File: src/rtl/sbfd_pkg.sv
// ----------------------------------------------------------------------------
// sbfd_pkg
// shared constants and types of the s.bus frame decoder
// ----------------------------------------------------------------------------
package sbfd_pkg;

  localparam int CHANNELS_DEF = 16;

  localparam int FRAME_LEN  = 25;
  localparam int IDX_BITS   = 5;
  localparam int VAL_BITS   = 11;
  localparam int ACC_BITS   = 18;   // up to 10 leftover bits plus one byte
  localparam int CNT_BITS   = 5;

  localparam logic [7:0] START_BYTE = 8'h0F;
  localparam logic [7:0] END_BYTE   = 8'h00;

  localparam logic [IDX_BITS-1:0] FIRST_DATA_IDX = 5'd1;
  localparam logic [IDX_BITS-1:0] FLAG_IDX       = 5'd23;
  localparam logic [IDX_BITS-1:0] END_IDX        = 5'd24;

  localparam int LOST_BIT     = 2;
  localparam int FAILSAFE_BIT = 3;

  localparam int SUBST_CHANNELS = 4;
  localparam logic [VAL_BITS-1:0] MIDDLE_RESET = 11'd1024;

  typedef enum logic [1:0] {
    LINK_OK       = 2'd0,
    LINK_LOST     = 2'd1,
    LINK_FAILSAFE = 2'd2
  } link_status_t;

  typedef enum logic [1:0] {
    S_RX,      // collecting frame bytes
    S_FETCH,   // read of the next packed byte issued
    S_MERGE,   // read data merged into the bit accumulator
    S_EMIT     // one channel moved to the output register
  } state_t;

endpackage

File: src/rtl/sbus_frame_decoder.sv
// ----------------------------------------------------------------------------
// sbus_frame_decoder
// receives s.bus frame bytes and emits one word per decoded channel
// ----------------------------------------------------------------------------
// unpack: after the end byte is taken, each packed byte is read from the frame
//   store (registered read) and then merged; a channel word is loaded once the
//   accumulator holds enough bits (22 packed bytes for 16 channels)
// throughput: one byte a cycle while collecting; no byte is taken while the
//   frame store is being unpacked
// reset: waits for a start byte, middle value back to 1024, output empty
module sbus_frame_decoder
  #(parameter int CHANNELS = sbfd_pkg::CHANNELS_DEF)
  (input  logic       clk,
   input  logic       rst,
   // configuration
   input  logic       cfg_we,
   input  logic [10:0] cfg_wdata,
   // byte input
   input  logic       in_valid,
   output logic       in_stall,
   input  logic [7:0] rx_byte,
   // channel output
   output logic       out_valid,
   input  logic       out_stall,
   output logic [3:0] channel,
   output logic [10:0] value,
   output logic [1:0] link_status,
   output logic       last);

  import sbfd_pkg::*;

  localparam logic [3:0] LastCh = 4'(CHANNELS - 1);
  localparam logic [CNT_BITS-1:0] MergeNeed = CNT_BITS'(VAL_BITS - 8);
  localparam logic [CNT_BITS-1:0] ValBits   = CNT_BITS'(VAL_BITS);
  localparam logic [3:0] SubstCh = 4'(SUBST_CHANNELS);

  // frame store: one write port for receive, one read port for unpack
  logic [7:0]          frame_store [FRAME_LEN];
  logic [IDX_BITS-1:0] wr_addr;
  logic                mem_we;
  logic [IDX_BITS-1:0] rd_addr;
  logic [7:0]          rd_data;

  // receive side
  logic                in_frame;
  logic [IDX_BITS-1:0] byte_index;
  link_status_t        status;
  logic [VAL_BITS-1:0] middle_value;

  // unpack side
  state_t              state, state_next;
  logic [ACC_BITS-1:0] acc;
  logic [CNT_BITS-1:0] bit_cnt;
  logic [3:0]          ch;

  logic in_take;
  logic out_free;
  logic load_out;
  logic end_ok;
  logic [VAL_BITS-1:0] ch_value;

  assign in_take  = in_valid && !in_stall;
  assign out_free = !out_valid || !out_stall;
  assign wr_addr  = in_frame ? IDX_BITS'(byte_index + 5'd1) : '0;
  assign mem_we   = in_take && (in_frame || (rx_byte == START_BYTE));
  // the arriving byte closes the frame
  assign end_ok   = in_frame && (byte_index == IDX_BITS'(END_IDX - 5'd1))
                    && (rx_byte == END_BYTE);

  // channels 0 to 3 carry the middle value on lost or failsafe
  assign ch_value = ((ch < SubstCh) && (status != LINK_OK)) ?
                    middle_value : acc[VAL_BITS-1:0];

  // state register
  always_ff @(posedge clk) begin
    if (rst) begin
      state <= S_RX;
    end else begin
      state <= state_next;
    end
  end

  // next state and control
  always_comb begin
    state_next = state;
    in_stall   = 1'b1;
    load_out   = 1'b0;
    unique case (state)
      S_RX: begin
        in_stall = 1'b0;
        if (in_take && end_ok) begin
          state_next = S_FETCH;
        end
      end
      S_FETCH: begin
        state_next = S_MERGE;
      end
      S_MERGE: begin
        // enough bits for a channel once the byte is in
        if (bit_cnt >= MergeNeed) begin
          state_next = S_EMIT;
        end else begin
          state_next = S_FETCH;
        end
      end
      S_EMIT: begin
        if (out_free) begin
          load_out = 1'b1;
          // at most 7 bits remain, so another byte is always needed
          state_next = (ch == LastCh) ? S_RX : S_FETCH;
        end
      end
      default: begin
        state_next = S_RX;
      end
    endcase
  end

  // frame store, registered read
  always_ff @(posedge clk) begin
    if (mem_we) begin
      frame_store[wr_addr] <= rx_byte;
    end
    if (state == S_FETCH) begin
      rd_data <= frame_store[rd_addr];
    end
  end

  // byte collection, frame framing, flag byte and middle value register
  always_ff @(posedge clk) begin
    if (rst) begin
      in_frame     <= 1'b0;
      byte_index   <= '0;
      status       <= LINK_OK;
      middle_value <= MIDDLE_RESET;
    end else begin
      if (cfg_we) begin
        middle_value <= cfg_wdata;
      end
      if (in_take) begin
        if (!in_frame) begin
          if (rx_byte == START_BYTE) begin
            in_frame   <= 1'b1;
            byte_index <= '0;
          end
        end else begin
          byte_index <= wr_addr;
          if (wr_addr == FLAG_IDX) begin
            // lost wins over failsafe
            if (rx_byte[LOST_BIT]) begin
              status <= LINK_LOST;
            end else if (rx_byte[FAILSAFE_BIT]) begin
              status <= LINK_FAILSAFE;
            end else begin
              status <= LINK_OK;
            end
          end
          if (wr_addr == END_IDX) begin
            in_frame <= 1'b0;
          end
        end
      end
    end
  end

  // unpack: little-endian bit stream, one byte per fetch/merge pass
  always_ff @(posedge clk) begin
    if (rst) begin
      rd_addr <= FIRST_DATA_IDX;
      bit_cnt <= '0;
      ch      <= '0;
      acc     <= '0;
    end else begin
      if (state == S_RX && in_take && end_ok) begin
        rd_addr <= FIRST_DATA_IDX;
        bit_cnt <= '0;
        ch      <= '0;
        acc     <= '0;
      end
      if (state == S_FETCH) begin
        rd_addr <= IDX_BITS'(rd_addr + 5'd1);
      end
      if (state == S_MERGE) begin
        acc     <= acc | (ACC_BITS'(rd_data) << bit_cnt);
        bit_cnt <= CNT_BITS'(bit_cnt + 5'd8);
      end
      if (load_out) begin
        acc     <= acc >> VAL_BITS;
        bit_cnt <= CNT_BITS'(bit_cnt - ValBits);
        ch      <= 4'(ch + 4'd1);
      end
    end
  end

  // output register
  always_ff @(posedge clk) begin
    if (rst) begin
      out_valid <= 1'b0;
    end else if (load_out) begin
      out_valid <= 1'b1;
    end else if (!out_stall) begin
      out_valid <= 1'b0;
    end
  end

  always_ff @(posedge clk) begin
    if (load_out) begin
      channel     <= ch;
      value       <= ch_value;
      link_status <= status;
      last        <= (ch == LastCh);
    end
  end

  // never fetch past the last packed byte
  a_rd_range: assert property (@(posedge clk) disable iff (rst)
    (state == S_FETCH) |-> (rd_addr <= FLAG_IDX - 5'd1))
    else $error("packed byte read out of range");

  // a fetch only happens while short of a whole channel
  a_cnt_fetch: assert property (@(posedge clk) disable iff (rst)
    (state == S_FETCH) |-> (bit_cnt < ValBits))
    else $error("fetch with a full channel pending");

  // unpacking and collecting never overlap
  a_no_frame: assert property (@(posedge clk) disable iff (rst)
    (state != S_RX) |-> !in_frame)
    else $error("frame open during unpack");

  // a non-final channel word means more of the frame is still to come
  a_more: assert property (@(posedge clk) disable iff (rst)
    (load_out && (ch != LastCh)) |=> (state != S_RX))
    else $error("unpack ended before the last channel");

endmodule
File: config.mk
export PLATFORM = sky130hd
export DESIGN_NAME = sbus_frame_decoder
export DESIGN_NICKNAME = d
export VERILOG_FILES = /design/src/rtl/sbfd_pkg.sv /design/src/rtl/sbus_frame_decoder.sv
export SDC_FILE = /design/constraint.sdc
export NUM_CORES = 1
export LEC_CHECK = 0
export BUFFER_PORTS_ARGS = -buffer_cell sky130_fd_sc_hd__buf_4
export CAP_MARGIN = 20
export CORE_MARGIN = 3
export CORE_UTILIZATION = 33
export CTS_CLUSTER_DIAMETER = 150
export DETAILED_ROUTE_END_ITERATION = 10
export SLEW_MARGIN = 20
export SYNTH_ARGS = -nofsm -noshare
export SYNTH_HDL_FRONTEND = slang
export SYNTH_SLANG_ARGS = --single-unit
File: constraint.sdc
create_clock -name clk -period 6 [get_ports clk]
set_input_delay 0.3 -clock clk [delete_from_list [all_inputs] [get_ports clk]]
set_output_delay 0.3 -clock clk [all_outputs]
set_load 0.01 [all_outputs]
==> results of run 1 <==
what timing repair did:
action / in CTS / in global routing
hold buffers: 11 / 0
endpoints found under the setup margin: 0 / 0
hold endpoints to repair: 11 / 0
state kept, by name, indices dropped and copies added, names as in the netlist:
| signal | cells |
|---|---|
| status | 2 |
| value | 11 |
| ch | 4 |
| acc | 18 |
| last | 1 |
| byte_index | 5 |
| out_valid | 1 |
| frame_store | 200 |
| rd_data | 8 |
| channel | 4 |
| link_status | 2 |
| in_frame | 1 |
| middle_value | 11 |
| rd_addr | 5 |
| bit_cnt | 5 |
| state | 2 |
layout make-up:
type,count,area [µm²]
fill,3227,21430
sequential,280,7871
multi-input combinational,481,3656
clock buffer,35,748.2
tap,455,569.3
timing repair buffer,59,470.5
clock inverter,19,163.9
inverter,16,60.06
per-stage QoR:
| step | instance area (µm²) | hold WS, ns | total power [W] | std cells | util, % |
|---|---|---|---|---|---|
| after floorplan | 11840 | 0.3989 | 0.002157 | 825 | - |
| after global placement | 12520 | 0.4486 | 0.002196 | 1280 | 35.80 |
| after detailed placement | 12520 | 0.4517 | 0.002197 | 1280 | 35.80 |
| after CTS | 13540 | 0.007460 | 0.003911 | 1345 | 38.72 |
| after global routing | 13540 | 0.01454 | 0.004010 | 1345 | 38.72 |
| final | 13540 | 0.01722 | 0.003876 | 1345 | 38.72 |
kinds of logic after synthesis:
logic type                 after synthesis
AOI/OAI and AO/OA                      165
xor gates and xnor gates                 4
adders and majority gates                5
buffers and inverters                   64
DFF                                    280
muxes                                  117
and+or+nand+nor                        190
where the power goes:
part           switching [W]  leakage (nW)  total [W]  internal [W]
combinational      0.0000413          1.29  0.0000630     0.0000216
clock               0.000736         0.438    0.00171      0.000978
sequential        0.00000213          2.47    0.00210       0.00210
worst paths after layout:
path	startpoint	end	slack, ns	cells past startpoint
min reg2reg	acc[9]	acc[9]	0.46	2
max	rd_addr[2]	rd_data[6]	3.10	5
min	cfg_wdata[2]	middle_value[2]	0.02	3
max reg2reg	rd_addr[2]	rd_data[6]	3.10	5
cells in the mapped netlist, drive strengths merged, types with 3 or more instances:
cell type	count	share of area [%]
nand2	35	1.1
dfxtp	54	9.1
a21oi	40	1.7
a2111oi	3	0.22
edfxtp	226	57
a32oi	3	0.22
nor4	3	0.21
a22oi	21	1.3
o211ai	18	1.1
a21o	3	0.19
ha	5	0.53
nand2b	9	0.48
mux2	16	1.5
nor3b	7	0.44
and2	4	0.21
nand3b	9	0.57
nor2	53	1.7
inv	16	0.51
nand3	23	0.97
mux4	17	3.3
mux2i	84	7.1
a221oi	6	0.44
o31ai	3	0.19
nor3	9	0.38
or2	5	0.26
clkbuf	26	0.84
a22o	7	0.52
a221o	3	0.25
a31oi	9	0.48
o21ai	22	0.96
buf	22	1.3
a311oi	7	0.52
a21boi	3	0.19
a211oi	4	0.30
or3	3	0.16
or3b	3	0.22
nor2b	14	0.74
metal layers:
layer / vias up / track usage, %
met5: - / 0
met4: 0 / 3.565
met2: 197 / 21.99
li1: 3316 / -
met1: 3448 / 19.59
met3: 41 / 1.898
layout by cell type (no fill, tap or decap), types with 4 or more instances in the layout:
| master | instances |
|---|---|
| dlygate4sd3_1 | 11 |
| a22oi_1 | 21 |
| edfxtp_1 | 226 |
| ha_1 | 5 |
| nor3b_1 | 7 |
| nor3_1 | 9 |
| clkinv_1 | 5 |
| inv_1 | 15 |
| o21ai_0 | 18 |
| nor2_1 | 53 |
| mux2_2 | 16 |
| mux2i_1 | 84 |
| a311oi_1 | 7 |
| and2_1 | 4 |
| a221oi_1 | 6 |
| mux4_2 | 14 |
| clkbuf_16 | 29 |
| a22o_1 | 7 |
| nand3_1 | 23 |
| a31oi_1 | 9 |
| o211ai_1 | 18 |
| dfxtp_1 | 53 |
| clkbuf_1 | 6 |
| clkinvlp_4 | 4 |
| or2_2 | 5 |
| buf_4 | 48 |
| nor2b_1 | 14 |
| a21oi_1 | 40 |
| nand3b_1 | 9 |
| clkinv_2 | 7 |
| nand2_1 | 35 |
| nand2b_1 | 9 |
worst max-delay path, delay by kind of cell (launching register included):
| kind | cells | cell delay, ns |
|---|---|---|
| flip-flops | 1 | 0.94 |
| AO/OA/AOI/OAI | 2 | 0.66 |
| buffers and inverters | 1 | 0.59 |
| multiplexers | 1 | 0.17 |
| AND/OR/NAND/NOR | 1 | 0.16 |
==> flow_summary_export.csv, run 1 <==
group,metric,value,unit
status,outcome,"completed",
routing,vias_per_cell,5.206,
yosys,synthFlopType,"edfxtp_1",
routing,drtIter0Drc,513,
yosys,ys_async_sr_fraction,0,%
critical_path,crit_chain,"buf_4 > mux2i_1 > a22oi_1 > nand3_1 > a222oi_1",
global_routing,grt_max_degree,55,
critical_path,end_kind,"register",
clock_network,cts_setup_buffers,0,
critical_path,cpMaxStageDelayCell,"dfxtp_4",
timing,finalSetupTns,0,ns
yosys,synthCells,825,
yosys,synth-seq-cells,280,
flow_run,drv_cap,0,
die,die_h,195.4,µm
global_routing,grt_pass1_vias,6907,
routing,detail_route.wl_per_cell,20.05,µm
die,initial_core_util,33.85,%
die,rows,68,
die,io_pins,44,
timing,slew_headroom,27.25,%
routing,wl_met3,1308,µm
timing,slew_viol_final,0,
place,post-place-ws,3.115,ns
critical_path,critPathMaxFanout,54,
place,numPortBuffers,43,
pwr,ir_drop,0.0002427,V
layout,fin_nets,896,
die,dieArea,38180,µm²
place,globalplace.congestion,0.8596,
timing,rsz0062_at_grt,"false",
global_routing,grt_pass1_wl,41480,µm
timing,tightestPinTransition,1.089,ns
critical_path,startpoint_type,"register",
die,die_w,195.4,µm
clock_network,cts_root_buffer,"clkbuf_16",
routing,met1_length,12520,µm
layout,antenna_cells,0,
place,dpl.hpwl,16870,µm
timing,fin_crit,2.904,ns
routing,drt-pass1-iter-count,5,
clock_network,cts_sinks,280,
yosys,syn_nets,854,
routing,antenna_left,0,
timing,hold_viol_final,0,
clock_network,clk_pin_slew_worst_paths,0.06,ns
yosys,synth_simple_gate_area_share,8.446,%
timing,period_share,48.40,%
global_routing,antenna_found_initial,0,
critical_path,cpPeakStageDelay,0.94,ns
yosys,synth_area,11840,µm²
worst_hold_path,hp-class,"primary input to register",
clock_network,cts_made_buffers,29,
clock_network,htree_levels,1,
die,core,34970,µm²
pwr,powerDensity,286.2,nW/µm²
layout,drive_gt1_share,15.28,%
yosys,ys_warn_count,0,
clock_network,cts_tree,"done",
yosys,synth_compound_area_share,9.662,%
yosys,synth_edf_count,226,
global_routing,gr-usage-all-layers,13.67,%
yosys,yosys-mux-area-fraction,11.96,%
critical_path,worstPathRequired,6.28,ns
critical_path,crit_arrival,3.18,ns
clock_network,cts_buffer_depth,3,
pwr,leakage,4.200,nW
layout,areaGrowthSynthToFinish,14.39,%
timing,setup_slack,3.096,ns
routing,via_count,7002,
clock_network,clk-insertion-delay-late,0.56,ns
timing,setup_viol,0,
timing,fmax,0.3444,GHz
yosys,synth-adder-area-share,0.5285,%
yosys,synth_xor_area_share,0.2960,%
routing,drc,0,
routing,routed-wl-met2,12460,µm
yosys,syn_area_per_cell,14.35,µm²
yosys,synth_cell_types,73,
yosys,synth_top_family_by_area,"multiplexers",
yosys,ys_seq_area_share,66.47,%
critical_path,crit_type,"register to register",
clock_network,post_cts_resized,0,
routing,routed.top_layer,"met4",
timing,skew,0.02277,ns
routing,routed_wl,26970,µm
global_routing,overflow,0,
(Power assumes the default switching activity.)
==> run 2, diff against run 1 <==
==> constraint.sdc (replaced) <==
create_clock -name clk -period 2.8 [get_ports clk]
set_input_delay 0.14 -clock clk [delete_from_list [all_inputs] [get_ports clk]]
set_output_delay 0.14 -clock clk [all_outputs]
set_load 0.01 [all_outputs]
==> flow_summary_export.csv, run 2 (same netlist as run 1, synthesis figures left out) <==
group,metric,value,unit
pwr,ir_drop,0.0004500,V
global_routing,overflow,0,
timing,setup_viol,0,
place,numPortBuffers,43,
timing,rsz0062_at_grt,"false",
critical_path,end_kind,"register",
clock_network,cts_buffer_depth,3,
pwr,p_sw,0.001717,W
pwr,intPower,0.006735,W
pwr,swShare,20.32,%
layout,final_design_area_no_fill,14060,µm²
status,outcome,"completed",
pwr,pwr-share-comb,2.0,%
die,die_h,195.4,µm
timing,slew_headroom,44.38,%
timing,period_share,89.47,%
layout,top_regs,"frame_store (200), acc (18)",
clock_network,cts_tree,"done",
routing,routed_wl,28200,µm
critical_path,worstPathRequired,2.99,ns
layout,final_cell_mix,"226 x edfxtp_1, 85 x buf_4, 84 x mux2i_1",
routing,drtIter0Drc,614,
pwr,power.share.clock,44.9,%
routing,antenna_left,0,
die,rows,68,
routing,drt-pass1-iter-count,6,
pwr,leakage,4.490,nW
global_routing,grt_pass1_vias,7225,
critical_path,crit_type,"register to register",
critical_path,crit_arrival,2.69,ns
routing,via_count,7484,
die,die_w,195.4,µm
routing,vias_per_cell,5.342,
clock_network,cts_root_buffer,"clkbuf_16",
layout,stdcell_count,1401,
layout,drive_gt1_share,17.97,%
pwr,seq_power_share,53.2,%
routing,detail_route.wl_per_cell,20.13,µm
clock_network,clk_pin_slew_worst_paths,0.07,ns
clock_network,cts_made_buffers,29,
place,post_dp_cell_area,12830,µm²
timing,tightestPinTransition,0.8312,ns
clock_network,cts_sinks,280,
die,core,34970,µm²
timing,fin_crit,2.505,ns
layout,largest_register_ff_count,200,
layout,antenna_cells,0,
routing,drc,0,
clock_network,clk-insertion-delay-late,0.58,ns
place,dpl.hpwl,18050,µm
layout,regMostFlops,"frame_store",
place,globalplace.congestion,0.8499,
layout,layout_commonest_cell,"edfxtp_1",
die,initial_core_util,33.85,%
global_routing,antenna_found_initial,0,
timing,hold_viol_final,0,
worst_hold_path,hp-class,"primary input to register",
timing,slew_viol_final,0,
pwr,powerDensity,601.3,nW/µm²
clock_network,htree_levels,1,
critical_path,critPathMaxFanout,15,
die,dieArea,38180,µm²
global_routing,grt_pass1_wl,43240,µm
layout,areaGrowthSynthToFinish,18.76,%
timing,finalSetupTns,0,ns
layout,fin_nets,954,
place,placed_cells_incl_taps,1319,
flow_run,drv_cap,0,
timing,skew,0.02086,ns
global_routing,grt_max_degree,52,
layout,fillCellCount,3213,
critical_path,startpoint_type,"register",
global_routing,gr-usage-all-layers,14.38,%
die,io_pins,44,
timing,fmax,0.3992,GHz
## run 2: changes by cell type in the layout (fill, tap and decap cells not counted)
cell	change
clkinv_1	+4
buf_4	+37
clkinv_2	-5
clkinvlp_4	-2
inv_6	+1
bufinv_16	+1
buf_12	+2
dlygate4sd3_1	+19
clkbuf_1	-1
## run 2: path summary, 6_finish.rpt
path                                           to      start  slack, ns  cells past startpoint
worst min-delay path              middle_value[1]     cfg_we       0.01                      3
worst max register to register  frame_store[3][2]   in_frame       0.29                      3
worst min register to register     link_status[0]  status[0]       0.46                      0
worst max-delay path            frame_store[3][2]   in_frame       0.29                      3
## run 2: through the flow
stage                     utilization (%)  hold WS (ns)  setup WS (ns)  total power (W)
after floorplan                         -        0.2389         0.6232         0.004621
after global placement              36.70        0.3462         0.4155         0.004711
after detailed placement            36.70        0.3523         0.3349         0.004713
after CTS                           40.20      0.008046         0.2884         0.008540
after global routing                40.20       0.02638         0.1212         0.008724
final                               40.20       0.01193         0.2947         0.008453
## run 2: power by group through the flow
stage | clock network [W] | logic, W | registers, W
after floorplan | 0 | 0.0000362 | 0.00458
after global placement | 0 | 0.000127 | 0.00458
after detailed placement | 0 | 0.000129 | 0.00458
after CTS | 0.00388 | 0.000168 | 0.00449
after global routing | 0.00405 | 0.000182 | 0.00449
final | 0.00379 | 0.000166 | 0.00450
## run 2: timing repair
action                                 CTS  global route
hold buffers                            30             0
endpoints found under the hold margin  167             0
buffers inserted                         0             0
resized for setup                        0             0
## run 2: layer usage
layer  part of all wire, %  up-vias  global-route usage [%]
met5                     0        -                       0
met4                   2.3        0                   3.512
met3                   6.6       54                   2.571
met2                    46      268                   23.12
met1                    45     3731                   20.31
li1                      -     3431                       -
## run 2: critical path, stage by stage, from the launching register on
cell and delay (ns):
dfxtp_1 0.63, and4bb_1 0.39, nand3b_1 0.34, nor2_1 0.76
## run 2: layout make-up
class	count	area (µm²)	share of cell area, %
Sequential cell	280	7871	55.99
Multi-Input combinational cell	481	3656	26.01
Timing Repair Buffer	117	978.4	6.960
Clock buffer	34	744.5	5.296
Tap cell	455	569.3	4.050
Clock inverter	18	177.7	1.264
Inverter	16	60.06	0.4272
